`src/rtl/pvgfc_pkg.sv`:
```
// ----------------------------------------------------------------------------
// pvgfc_pkg
// Shared types and constants for the PCM volume / format conversion unit.
// ----------------------------------------------------------------------------
package pvgfc_pkg;

    localparam int unsigned MAX_CHANNELS = 4;
    localparam int unsigned GAIN_REGS    = 4;
    localparam int unsigned CH_LIMIT     =
        (MAX_CHANNELS < GAIN_REGS) ? MAX_CHANNELS : GAIN_REGS;

    localparam int unsigned SAMPLE_W = 32;
    localparam int unsigned CH_W     = 2;
    localparam int unsigned CFG_IDX_W  = 3;
    localparam int unsigned CFG_DATA_W = 32;

    // register indexes of the configuration port
    localparam logic [CFG_IDX_W-1:0] REG_IN_FORMAT     = 3'd0;
    localparam logic [CFG_IDX_W-1:0] REG_OUT_FORMAT    = 3'd1;
    localparam logic [CFG_IDX_W-1:0] REG_CHANNEL_COUNT = 3'd2;
    localparam logic [CFG_IDX_W-1:0] REG_GAIN_CH0      = 3'd3;
    localparam logic [CFG_IDX_W-1:0] REG_GAIN_CH1      = 3'd4;
    localparam logic [CFG_IDX_W-1:0] REG_GAIN_CH2      = 3'd5;
    localparam logic [CFG_IDX_W-1:0] REG_GAIN_CH3      = 3'd6;

    localparam logic signed [31:0] GAIN_UNITY = 32'sd65536;
    localparam logic [2:0]         CH_COUNT_RESET = 3'd2;

    typedef logic signed [SAMPLE_W-1:0] t_sample;
    typedef logic [CH_W-1:0]            t_chan;
    typedef logic [CFG_IDX_W-1:0]       t_cfg_idx;
    typedef logic [CFG_DATA_W-1:0]      t_cfg_data;

    typedef enum logic [1:0] {
        FMT_S16 = 2'd0,
        FMT_S24 = 2'd1,
        FMT_S32 = 2'd2
    } t_fmt;

    // right shift applied to the product before rounding
    typedef enum logic [1:0] {
        SH_8  = 2'd0,
        SH_16 = 2'd1,
        SH_24 = 2'd2,
        SH_32 = 2'd3
    } t_shift;

    // sideband that travels with a sample down the pipe
    typedef struct packed {
        t_chan  ch;
        t_shift shift;
        t_fmt   ofmt;
    } t_tag;

    // unused code 3 behaves as S32
    function automatic t_fmt to_fmt(input logic [1:0] code);
        t_fmt f;
        case (code)
            2'd0:    f = FMT_S16;
            2'd1:    f = FMT_S24;
            default: f = FMT_S32;
        endcase
        return f;
    endfunction

    // in_frac + 16 - out_frac; S16 into S32 is pre-shifted by 8 and lands on 8
    function automatic t_shift shift_sel(input t_fmt fi, input t_fmt fo);
        t_shift s;
        case (fi)
            FMT_S16: s = (fo == FMT_S16) ? SH_16 : SH_8;
            FMT_S24: s = (fo == FMT_S16) ? SH_24 : ((fo == FMT_S24) ? SH_16 : SH_8);
            default: s = (fo == FMT_S16) ? SH_32 : ((fo == FMT_S24) ? SH_24 : SH_16);
        endcase
        return s;
    endfunction

endpackage

```
`src/rtl/pvgfc_if.sv`:
```
// ----------------------------------------------------------------------------
// pvgfc channel interfaces
// Valid/ready channels for samples in, results out and register writes.
// ----------------------------------------------------------------------------
interface pvgfc_in_if;
    import pvgfc_pkg::*;
    logic    valid;
    logic    ready;
    t_sample sample_in;

    modport source (output valid, output sample_in, input ready);
    modport sink   (input valid, input sample_in, output ready);
endinterface

interface pvgfc_out_if;
    import pvgfc_pkg::*;
    logic    valid;
    logic    ready;
    t_sample sample_out;
    t_chan   channel_index;

    modport source (output valid, output sample_out, output channel_index, input ready);
    modport sink   (input valid, input sample_out, input channel_index, output ready);
endinterface

interface pvgfc_cfg_if;
    import pvgfc_pkg::*;
    logic      valid;
    logic      ready;
    t_cfg_idx  index;
    t_cfg_data data;

    modport source (output valid, output index, output data, input ready);
    modport sink   (input valid, input index, input data, output ready);
endinterface

```
`src/rtl/pcm_volume_gain_format_convert_unit.sv`:
```
// Stages: input, product and result registers; the second stage holds a
//   32x32 multiplier.
// Throughput: one sample per cycle while the output is not stalled.
// A stalled output lets the input take samples until all three stages are full.
// Reset (synchronous, active low) empties the pipe, zeroes the channel counter
//   and loads formats S16/S16, two channels and unity gains.
// ----------------------------------------------------------------------------
// pcm_volume_gain_format_convert_unit
// Per-channel Q16.16 gain with S16/S24/S32 format conversion, rounding and
// saturation.
// ----------------------------------------------------------------------------
module pcm_volume_gain_format_convert_unit (
    input  logic               i_clk,
    input  logic               i_rst_n,
    pvgfc_cfg_if.sink          i_cfg,
    pvgfc_in_if.sink           i_in,
    pvgfc_out_if.source        o_out
);
    import pvgfc_pkg::*;

    // configuration
    logic [1:0]       r_in_format;
    logic [1:0]       r_out_format;
    logic [2:0]       r_channel_count;
    logic signed [31:0] r_gain [GAIN_REGS];

    // channel counter
    t_chan            r_chan_cnt;
    t_chan            n_chan_cnt;
    logic [2:0]       w_eff_channels;

    // pipe
    logic             r_s1_vld;
    t_sample          r_s1_x;
    logic signed [31:0] r_s1_gain;
    t_tag             r_s1_tag;

    logic             r_s2_vld;
    logic signed [63:0] r_s2_prod;
    t_tag             r_s2_tag;

    logic             r_out_vld;
    t_sample          r_out_sample;
    t_chan            r_out_ch;

    logic             w_out_en;
    logic             w_s2_en;
    logic             w_s1_en;
    logic             w_in_xfer;

    t_fmt             w_ifmt;
    t_fmt             w_ofmt;
    t_sample          w_x;
    logic signed [63:0] w_rnd;
    logic signed [63:0] w_hi;
    logic signed [63:0] w_lo;
    t_sample          w_sat;

    assign i_cfg.ready = 1'b1;

    always_ff @(posedge i_clk) begin
        if (!i_rst_n) begin
            r_in_format     <= 2'(FMT_S16);
            r_out_format    <= 2'(FMT_S16);
            r_channel_count <= CH_COUNT_RESET;
            for (int i = 0; i < GAIN_REGS; i++) begin
                r_gain[i] <= GAIN_UNITY;
            end
        end else if (i_cfg.valid) begin
            unique case (i_cfg.index)
                REG_IN_FORMAT:     r_in_format     <= i_cfg.data[1:0];
                REG_OUT_FORMAT:    r_out_format    <= i_cfg.data[1:0];
                REG_CHANNEL_COUNT: r_channel_count <= i_cfg.data[2:0];
                REG_GAIN_CH0:      r_gain[0]       <= i_cfg.data;
                REG_GAIN_CH1:      r_gain[1]       <= i_cfg.data;
                REG_GAIN_CH2:      r_gain[2]       <= i_cfg.data;
                REG_GAIN_CH3:      r_gain[3]       <= i_cfg.data;
                default: ;
            endcase
        end
    end

    // stage enables: a stage loads when it is empty or its content moves on
    assign w_out_en  = !r_out_vld || o_out.ready;
    assign w_s2_en   = !r_s2_vld  || w_out_en;
    assign w_s1_en   = !r_s1_vld  || w_s2_en;
    assign i_in.ready = w_s1_en;
    assign w_in_xfer = i_in.valid && w_s1_en;

    // zero channels acts as one; clamp to the number of gain registers
    always_comb begin
        if (r_channel_count == 3'd0) begin
            w_eff_channels = 3'd1;
        end else if (r_channel_count > 3'(CH_LIMIT)) begin
            w_eff_channels = 3'(CH_LIMIT);
        end else begin
            w_eff_channels = r_channel_count;
        end
        if (({1'b0, r_chan_cnt} + 3'd1) >= w_eff_channels) begin
            n_chan_cnt = '0;
        end else begin
            n_chan_cnt = r_chan_cnt + 2'd1;
        end
    end

    always_ff @(posedge i_clk) begin
        if (!i_rst_n) begin
            r_chan_cnt <= '0;
        end else if (w_in_xfer) begin
            r_chan_cnt <= n_chan_cnt;
        end
    end

    // input decode: sign-extend the container, pre-shift S16 going to S32
    assign w_ifmt = to_fmt(r_in_format);
    assign w_ofmt = to_fmt(r_out_format);

    always_comb begin
        case (w_ifmt)
            FMT_S16: begin
                if (w_ofmt == FMT_S32) begin
                    w_x = {{8{i_in.sample_in[15]}}, i_in.sample_in[15:0], 8'h00};
                end else begin
                    w_x = {{16{i_in.sample_in[15]}}, i_in.sample_in[15:0]};
                end
            end
            FMT_S24: w_x = {{8{i_in.sample_in[23]}}, i_in.sample_in[23:0]};
            default: w_x = i_in.sample_in;
        endcase
    end

    always_ff @(posedge i_clk) begin
        if (!i_rst_n) begin
            r_s1_vld <= 1'b0;
        end else if (w_s1_en) begin
            r_s1_vld <= i_in.valid;
        end
    end

    always_ff @(posedge i_clk) begin
        if (w_in_xfer) begin
            r_s1_x         <= w_x;
            r_s1_gain      <= r_gain[r_chan_cnt];
            r_s1_tag.ch    <= r_chan_cnt;
            r_s1_tag.shift <= shift_sel(w_ifmt, w_ofmt);
            r_s1_tag.ofmt  <= w_ofmt;
        end
    end

    // multiply
    always_ff @(posedge i_clk) begin
        if (!i_rst_n) begin
            r_s2_vld <= 1'b0;
        end else if (w_s2_en) begin
            r_s2_vld <= r_s1_vld;
        end
    end

    always_ff @(posedge i_clk) begin
        if (w_s2_en && r_s1_vld) begin
            r_s2_prod <= r_s1_x * r_s1_gain;
            r_s2_tag  <= r_s1_tag;
        end
    end

    // round half up: add half an LSB of the result, then floor shift
    always_comb begin
        case (r_s2_tag.shift)
            SH_8:  w_rnd = (r_s2_prod + 64'sd128) >>> 8;
            SH_16: w_rnd = (r_s2_prod + 64'sd32768) >>> 16;
            SH_24: w_rnd = (r_s2_prod + 64'sd8388608) >>> 24;
            SH_32: w_rnd = (r_s2_prod + 64'sd2147483648) >>> 32;
        endcase
        case (r_s2_tag.ofmt)
            FMT_S16: begin
                w_hi = 64'sd32767;
                w_lo = -64'sd32768;
            end
            FMT_S24: begin
                w_hi = 64'sd8388607;
                w_lo = -64'sd8388608;
            end
            default: begin
                w_hi = 64'sd2147483647;
                w_lo = -64'sd2147483648;
            end
        endcase
        if (w_rnd > w_hi) begin
            w_sat = w_hi[31:0];
        end else if (w_rnd < w_lo) begin
            w_sat = w_lo[31:0];
        end else begin
            w_sat = w_rnd[31:0];
        end
    end

    always_ff @(posedge i_clk) begin
        if (!i_rst_n) begin
            r_out_vld <= 1'b0;
        end else if (w_out_en) begin
            r_out_vld <= r_s2_vld;
        end
    end

    always_ff @(posedge i_clk) begin
        if (w_out_en && r_s2_vld) begin
            r_out_sample <= w_sat;
            r_out_ch     <= r_s2_tag.ch;
        end
    end

    assign o_out.valid         = r_out_vld;
    assign o_out.sample_out    = r_out_sample;
    assign o_out.channel_index = r_out_ch;

endmodule

```
`src/flat_wrapper.sv`:
```
// flat-port wrapper written by rule: the top's interface ports become plain ports
module pcm_volume_gain_format_convert_unit_flat import pvgfc_pkg::*;
  (i_clk, i_rst_n, i_cfg_valid, i_cfg_index, i_cfg_data, i_cfg_ready, i_in_valid, i_in_sample_in, i_in_ready, o_out_valid, o_out_sample_out, o_out_channel_index, o_out_ready);
  pvgfc_cfg_if i_cfg_i ();
  pvgfc_in_if i_in_i ();
  pvgfc_out_if o_out_i ();
  input  logic i_clk;
  input  logic i_rst_n;
  input wire logic [$bits(i_cfg_i.valid)-1:0] i_cfg_valid;
  input wire logic [$bits(i_cfg_i.index)-1:0] i_cfg_index;
  input wire logic [$bits(i_cfg_i.data)-1:0] i_cfg_data;
  output wire logic [$bits(i_cfg_i.ready)-1:0] i_cfg_ready;
  input wire logic [$bits(i_in_i.valid)-1:0] i_in_valid;
  input wire logic [$bits(i_in_i.sample_in)-1:0] i_in_sample_in;
  output wire logic [$bits(i_in_i.ready)-1:0] i_in_ready;
  output wire logic [$bits(o_out_i.valid)-1:0] o_out_valid;
  output wire logic [$bits(o_out_i.sample_out)-1:0] o_out_sample_out;
  output wire logic [$bits(o_out_i.channel_index)-1:0] o_out_channel_index;
  input wire logic [$bits(o_out_i.ready)-1:0] o_out_ready;
  assign i_cfg_i.valid = i_cfg_valid;
  assign i_cfg_i.index = i_cfg_index;
  assign i_cfg_i.data = i_cfg_data;
  assign i_cfg_ready = i_cfg_i.ready;
  assign i_in_i.valid = i_in_valid;
  assign i_in_i.sample_in = i_in_sample_in;
  assign i_in_ready = i_in_i.ready;
  assign o_out_valid = o_out_i.valid;
  assign o_out_sample_out = o_out_i.sample_out;
  assign o_out_channel_index = o_out_i.channel_index;
  assign o_out_i.ready = o_out_ready;
  pcm_volume_gain_format_convert_unit u_core (.i_clk(i_clk), .i_rst_n(i_rst_n), .i_cfg(i_cfg_i), .i_in(i_in_i), .o_out(o_out_i));
endmodule
```
`config.mk`:
```
export PLATFORM = sky130hd
export DESIGN_NAME = pcm_volume_gain_format_convert_unit_flat
export DESIGN_NICKNAME = d
export VERILOG_FILES = /design/src/rtl/pvgfc_pkg.sv /design/src/rtl/pvgfc_if.sv /design/src/rtl/pcm_volume_gain_format_convert_unit.sv /design/src/flat_wrapper.sv
export SDC_FILE = /design/constraint.sdc
export NUM_CORES = 2
export LEC_CHECK = 0
export BUFFER_PORTS_ARGS = -buffer_cell sky130_fd_sc_hd__clkbuf_2
export CORE_ASPECT_RATIO = 1.75
export CORE_MARGIN = 1.5
export CORE_UTILIZATION = 35
export DETAILED_ROUTE_END_ITERATION = 12
export SKIP_LAST_GASP = 1
export SLEW_MARGIN = 20
export SYNTH_ARGS = -nofsm -noshare
export SYNTH_HDL_FRONTEND = slang
export SYNTH_SLANG_ARGS = --single-unit
```
`constraint.sdc`:
```
create_clock -name i_clk -period 23.1 [get_ports i_clk]
set_input_delay 1.155 -clock i_clk [delete_from_list [all_inputs] [get_ports i_clk]]
set_output_delay 1.155 -clock i_clk [all_outputs]
set_load 0.005 [all_outputs]
```
# After elaboration in Yosys (flattened, before gate mapping)
# Memory sizes are Yosys's and may differ from the RTL's. A register that Yosys moved wholly into a read port is not among the register bits.
# Index checks and enable logic that the tools add are counted.
word_totals:
  regBits: 154
  ramBits: 128
  in_bits: 72
  elab_cells: 107
  memories: 1
mem_list:
  columns: ["memory", "words", "width", "rd", "rd_clocked_by_memory_dff", "wr", "line", "text"]
  rows:
  - ["u_core.r_gain", 4, 32, 1, 1, 4, "pcm_volume_gain_format_convert_unit.sv:25", "logic signed [31:0] r_gain [GAIN_REGS];"]
classes:
  n_addsub: 6
  multipliers: 1
  order_cmp: 4
  eq_ne: 15
  mux: 39
  bitwise_logic: 4
  reduce_logical: 20
ops:
  columns: ["op", "count"]
  rows:
  - ["case mux 64 bit (4 select lines)", 1]
  - ["2-to-1 mux 32 bit", 6]
  - ["case mux 31 bit (2 select lines)", 2]
  - ["adder 64 x 17 -> 64 bit, second input constant", 1]
  - ["adder 64 x 25 -> 64 bit, second input constant", 1]
  - ["adder 64 x 33 -> 64 bit, second input constant", 1]
  - ["adder 64 x 9 -> 64 bit, second input constant", 1]
  - ["> comparator 64 x 32 -> 1 bit", 1]
  - ["< comparator 64 x 32 -> 1 bit", 1]
  - ["multiplier 32 x 32 -> 64 bit", 1]
  - ["case mux 32 bit (2 select lines)", 1]
  - ["2-to-1 mux 23 bit", 1]
  - ["2-to-1 mux 1 bit", 19]
  - ["equality test 2 x 1 -> 1 bit, second input constant", 6]
  - ["zero test 2 bit", 6]
  - ["case mux 2 bit (2 select lines)", 3]
  - ["equality test 3 bit, second input constant", 3]
  - ["2-to-1 mux 2 bit", 4]
  - ["equality test 2 bit, second input constant", 3]
  - ["equality test 3 x 2 -> 1 bit, second input constant", 2]
  - ["zero test 3 bit", 2]
  - ["2-to-1 mux 3 bit", 2]
  - ["AND reduction 2 bit", 3]
  - ["bitwise OR 1 bit", 4]
  - ["8 further kinds", 14]

# Logic depth before layout (Yosys ltp)
depth:
  word_depth: 6
  depth_mapped: 28
  depth_no_buf: 27

# Worst setup path after synthesis
# OpenSTA, ideal clock, no wires.
synth_timing:
  path_type: "register to register"
  startpoint: "register u_core.r_s1_gain[2], read port of u_core.r_gain"
  endpoint: "register u_core.r_s2_prod[58] (data pin)"
  t_arrival_ns: 7.647
  slack_ns: 15.193
  path_stages_with_launch: 25
  path_buffers: 1
  period_less_slack_ns: 7.907
  cell_sequence: "edfxtp_1 clkbuf_1 nand2_1 inv_1 fa_1 fa_1 fa_1 fa_1 inv_1 fa_1 inv_1 fa_1 inv_1 fa_1 inv_1 fa_1 ha_1 a21o_1 a21o_1 a21o_1 or4_1 a21oi_1 nor2_1 a41oi_1 xnor2_1"
synth_between:
  elab_chain_cells: 1
synth_lines:
  columns: ["element", "line", "text"]
  rows:
  - ["start, declared", "pcm_volume_gain_format_convert_unit.sv:35", "logic signed [31:0] r_s1_gain;"]
  - ["multiplier 32 x 32 -> 64 bit", "pcm_volume_gain_format_convert_unit.sv:161", "r_s2_prod <= r_s1_x * r_s1_gain;"]
  - ["end signal, assigned", "pcm_volume_gain_format_convert_unit.sv:161", null]
  - ["end, declared", "pcm_volume_gain_format_convert_unit.sv:39", "logic signed [63:0] r_s2_prod;"]
# Every way passes these cells.
# A chain may end at the register's enable or synchronous reset.

# Worst setup path in the final report
layout_timing:
  startpoint: "register u_core.r_s1_x[17]"
  endpoint: "register u_core.r_s2_prod[56] (data pin)"
layout_between:
  elab_chain_cells: 1
layout_lines:
  columns: ["element", "line", "text"]
  rows:
  - ["start, declared", "pcm_volume_gain_format_convert_unit.sv:34", "t_sample r_s1_x;"]
  - ["start signal, assigned", "pcm_volume_gain_format_convert_unit.sv:142", "r_s1_x <= w_x;"]
  - ["multiplier 32 x 32 -> 64 bit", "pcm_volume_gain_format_convert_unit.sv:161", null]
# Every way passes these cells.

==> impl_metrics.env <==
export IMPL_timing_final_crit_share_pct=40.04
export IMPL_syn_avg_cell_area_um2=9.856
export IMPL_synth_edf_count=295
export IMPL_synth_nets=6820
export IMPL_dp_hpwl_um=126700
export IMPL_min_to="u_core.r_s2_tag[4]"
export IMPL_antenna_found_initial=3
export IMPL_cp_start_kind="flop"
export IMPL_grt_use_met3_pct=2.627
export IMPL_cts_buffer_depth=3
export IMPL_area_growth_pct=7.043
export IMPL_synth_area_leaders="fa_1, edfxtp_1, inv_1"
export IMPL_grt_pass1_vias=42957
export IMPL_cts_htree_levels=2
export IMPL_crit_path_frequent_cell="fa_1"
export IMPL_cpMaxStageDelayCell="a2111oi_1"
export IMPL_grt_first_pass_wirelength_um=252400
export IMPL_drc=0
export IMPL_routed_via_count=38308
export IMPL_finalHoldViolations=0
export IMPL_wl_per_cell_um=22.10
export IMPL_fin_nets=6747
export IMPL_worstPathArrival_ns=9.56
export IMPL_r2r_start="u_core.r_s1_x[17]"
export IMPL_worstHoldStart="u_core.r_s1_tag[4]"
export IMPL_fmax_mhz=108.1
export IMPL_routed_via_density=5.165
export IMPL_grtUsageMet2_pct=40.11
export IMPL_grt_ovfl_total=0
export IMPL_yosysUniqueCellTypes=86
export IMPL_hold_path_class="flop to flop"
export IMPL_cp_required_ns=23.41
export IMPL_yosys_warnings=0
export IMPL_io_pins=109
export IMPL_drive_gt1_share_pct=6.464
export IMPL_async_reset_ff_share_pct=0
export IMPL_synth_compound_gate_area_share_pct=4.410
export IMPL_hold_path_depth=0
export IMPL_synth_ff_type="edfxtp_1"
export IMPL_reg2reg_to="u_core.r_s2_prod[56]"
export IMPL_firstDrtPassIters=6
export IMPL_stdcell_count=7417
export IMPL_synthMuxAreaShare_pct=2.678
export IMPL_cp_max_fo=32
export IMPL_n_fill_cell=15347
export IMPL_fp_dieW_um=299.1
export IMPL_cts_resized=0
export IMPL_cts_sinks=307
export IMPL_grtUsageTotal_pct=21.42
export IMPL_yosysTopAreaCell="fa_1"
export IMPL_drtAntennaViolNets=0
export IMPL_cts_hold_buf=0
export IMPL_clk_pin_slew_worst_paths_ns=0.06
export IMPL_die_area_um2=155800
export IMPL_worst_pin_slew_ns=1.053
export IMPL_reg2reg_depth=26
export IMPL_worst_clock_skew_ns=0.06034
export IMPL_place_gp_congestion=0.9561
export IMPL_synthAdderAreaFrac_pct=45.44
export IMPL_use_met1_pct=22.38
export IMPL_netlist_area_um2=53680
export IMPL_netlist_area_leader_share_pct=40.31
export IMPL_synth_top_family_by_area="adder cells"
export IMPL_final_max_slew_viol_count=0
export IMPL_cts_tree="yes"
export IMPL_clockRootBuffer="clkbuf_16"
export IMPL_ff2ff_setup_slack_ns=13.85
export IMPL_die_y_um=521.1
export IMPL_fin_hold_ws_ns=0.4221
export IMPL_finalSetupTns_ns=0
export IMPL_syn_inst=5447
export IMPL_synth_most_common_cell="inv_1"
export IMPL_fp_row_count=190
export IMPL_end_kind="flop"
export IMPL_placed_cells=7354
export IMPL_core_area_um2=152600
export IMPL_fin_crit_ns=9.248
export IMPL_wl_um=163900
export IMPL_status="completed"
export IMPL_synth_common_cells="inv_1, fa_1, and2_1"
export IMPL_rsz0062_at_grt="false"
export IMPL_insertion_delay_ns=0.62
export IMPL_timing_slew_headroom_pct=29.82
export IMPL_max_stage_delay_ns=0.85
export IMPL_portBuffers=107
export IMPL_grt_max_degree=64
export IMPL_synth_simple_gate_area_share_pct=17.26
export IMPL_ys_seq_area_share_pct=16.95
export IMPL_synthXorXnorAreaFrac_pct=3.230
export IMPL_drt_iter0_drc=2366
export IMPL_setup_viol=0
export IMPL_busiest_layer="met2"
export IMPL_ys_ff_latch=307
export IMPL_drv_cap=0
export IMPL_cts_buffers=34
export IMPL_postCtsSetupRepairBufs=0
export IMPL_start_util_pct=35.17
export IMPL_critPathKind="flop to flop"
==> routing by layer <==
| metal | vias to the layer above | share of wire, % |
|---|---|---|
| met5 | - | 0 |
| met4 | 0 | 7.5 |
| met3 | 563 | 5.2 |
| met2 | 1467 | 53 |
| met1 | 19728 | 34 |
| li1 | 16550 | - |
==> cells by family (layout without fill, tap and decap cells) <==
group,Yosys count,after routing
DFF,307,307
adders and majority gates,1301,1301
AOI/OAI and AO/OA,353,353
other,1,3
and+or+nand+nor,1785,1785
xor gates and xnor gates,198,198
buffers and inverters,1422,1374
muxes,80,80
==> worst max-delay path: cells and delay by family, from the launching register on <==
family	cells	cell delay, ns
buf+inv	6	0.74
xor+xnor	1	0.09
fa+ha+maj	9	4.53
simple gates	2	0.27
flops	1	0.32
compound gates	8	3.03
==> worst max-delay path by stage <==
stage / startpoint / endpoint / slack, ns / cells past startpoint
after floorplan: u_core.r_s1_gain[2] / u_core.r_s2_prod[58] / 15.19 / 24
after global placement: u_core.r_s1_x[17] / u_core.r_s2_prod[56] / 13.93 / 26
after detailed placement: u_core.r_s1_x[17] / u_core.r_s2_prod[56] / 13.86 / 26
after CTS: u_core.r_s1_x[17] / u_core.r_s2_prod[56] / 13.81 / 26
after global routing: u_core.r_s1_x[17] / u_core.r_s2_prod[56] / 13.57 / 26
final: u_core.r_s1_x[17] / u_core.r_s2_prod[56] / 13.85 / 26
==> cell type report <==
cell class                 instances  area, µm²  share of cell area (%)
timing repair buffer             205       1284                   2.234
clock inverter                    20      274.0                  0.4768
sequential                       307       9100                   15.84
clock buffer                      41      877.1                   1.526
multi-input combinational       3718      39240                   68.29
antenna                            2      5.005                0.008709
inverter                        1108       4160                   7.240
tap                             2016       2522                   4.389
==> state kept, by name (all words and copies together), names as in the netlist, 3 cells and up <==
register                 flops
u_core.r_channel_count       3
u_core.r_s1_gain            32
u_core.r_s2_prod            57
u_core.r_s1_x               32
u_core.o_out.sample_out     32
u_core.r_s2_tag              6
u_core.r_s1_tag              6
u_core.r_gain              128
==> per-stage QoR <==
step | area, µm² | setup slack [ns] | utilization (%)
floorplan | 53680 | 15.19 | -
global placement | 56290 | 13.93 | 36.88
detailed placement | 56310 | 13.86 | 36.89
CTS | 57460 | 13.81 | 37.65
global route | 57460 | 13.57 | 37.65
finish | 57470 | 13.85 | 37.65
==> cells in the final DEF (no fill, tap or decap), drive strengths merged, types with 17 or more instances in the layout <==
cell type and n:
a21o 48, a21oi 91, a31oi 19, and2 653, and3 31, and4 18
buf 98, clkbuf 148, edfxtp 295, fa 1081, ha 220, inv 1107
mux2i 21, mux4 50, nand2 609, nand2b 17, nand3 69, nand4 59
nor2 160, nor2b 29, nor3 38, nor4 38, o21ai 66, or3 19
xnor2 136, xor2 62
Power is left out: the tool's default activity adds up to more than one toggle a clock period on the data nets, which glitch-free logic cannot reach.
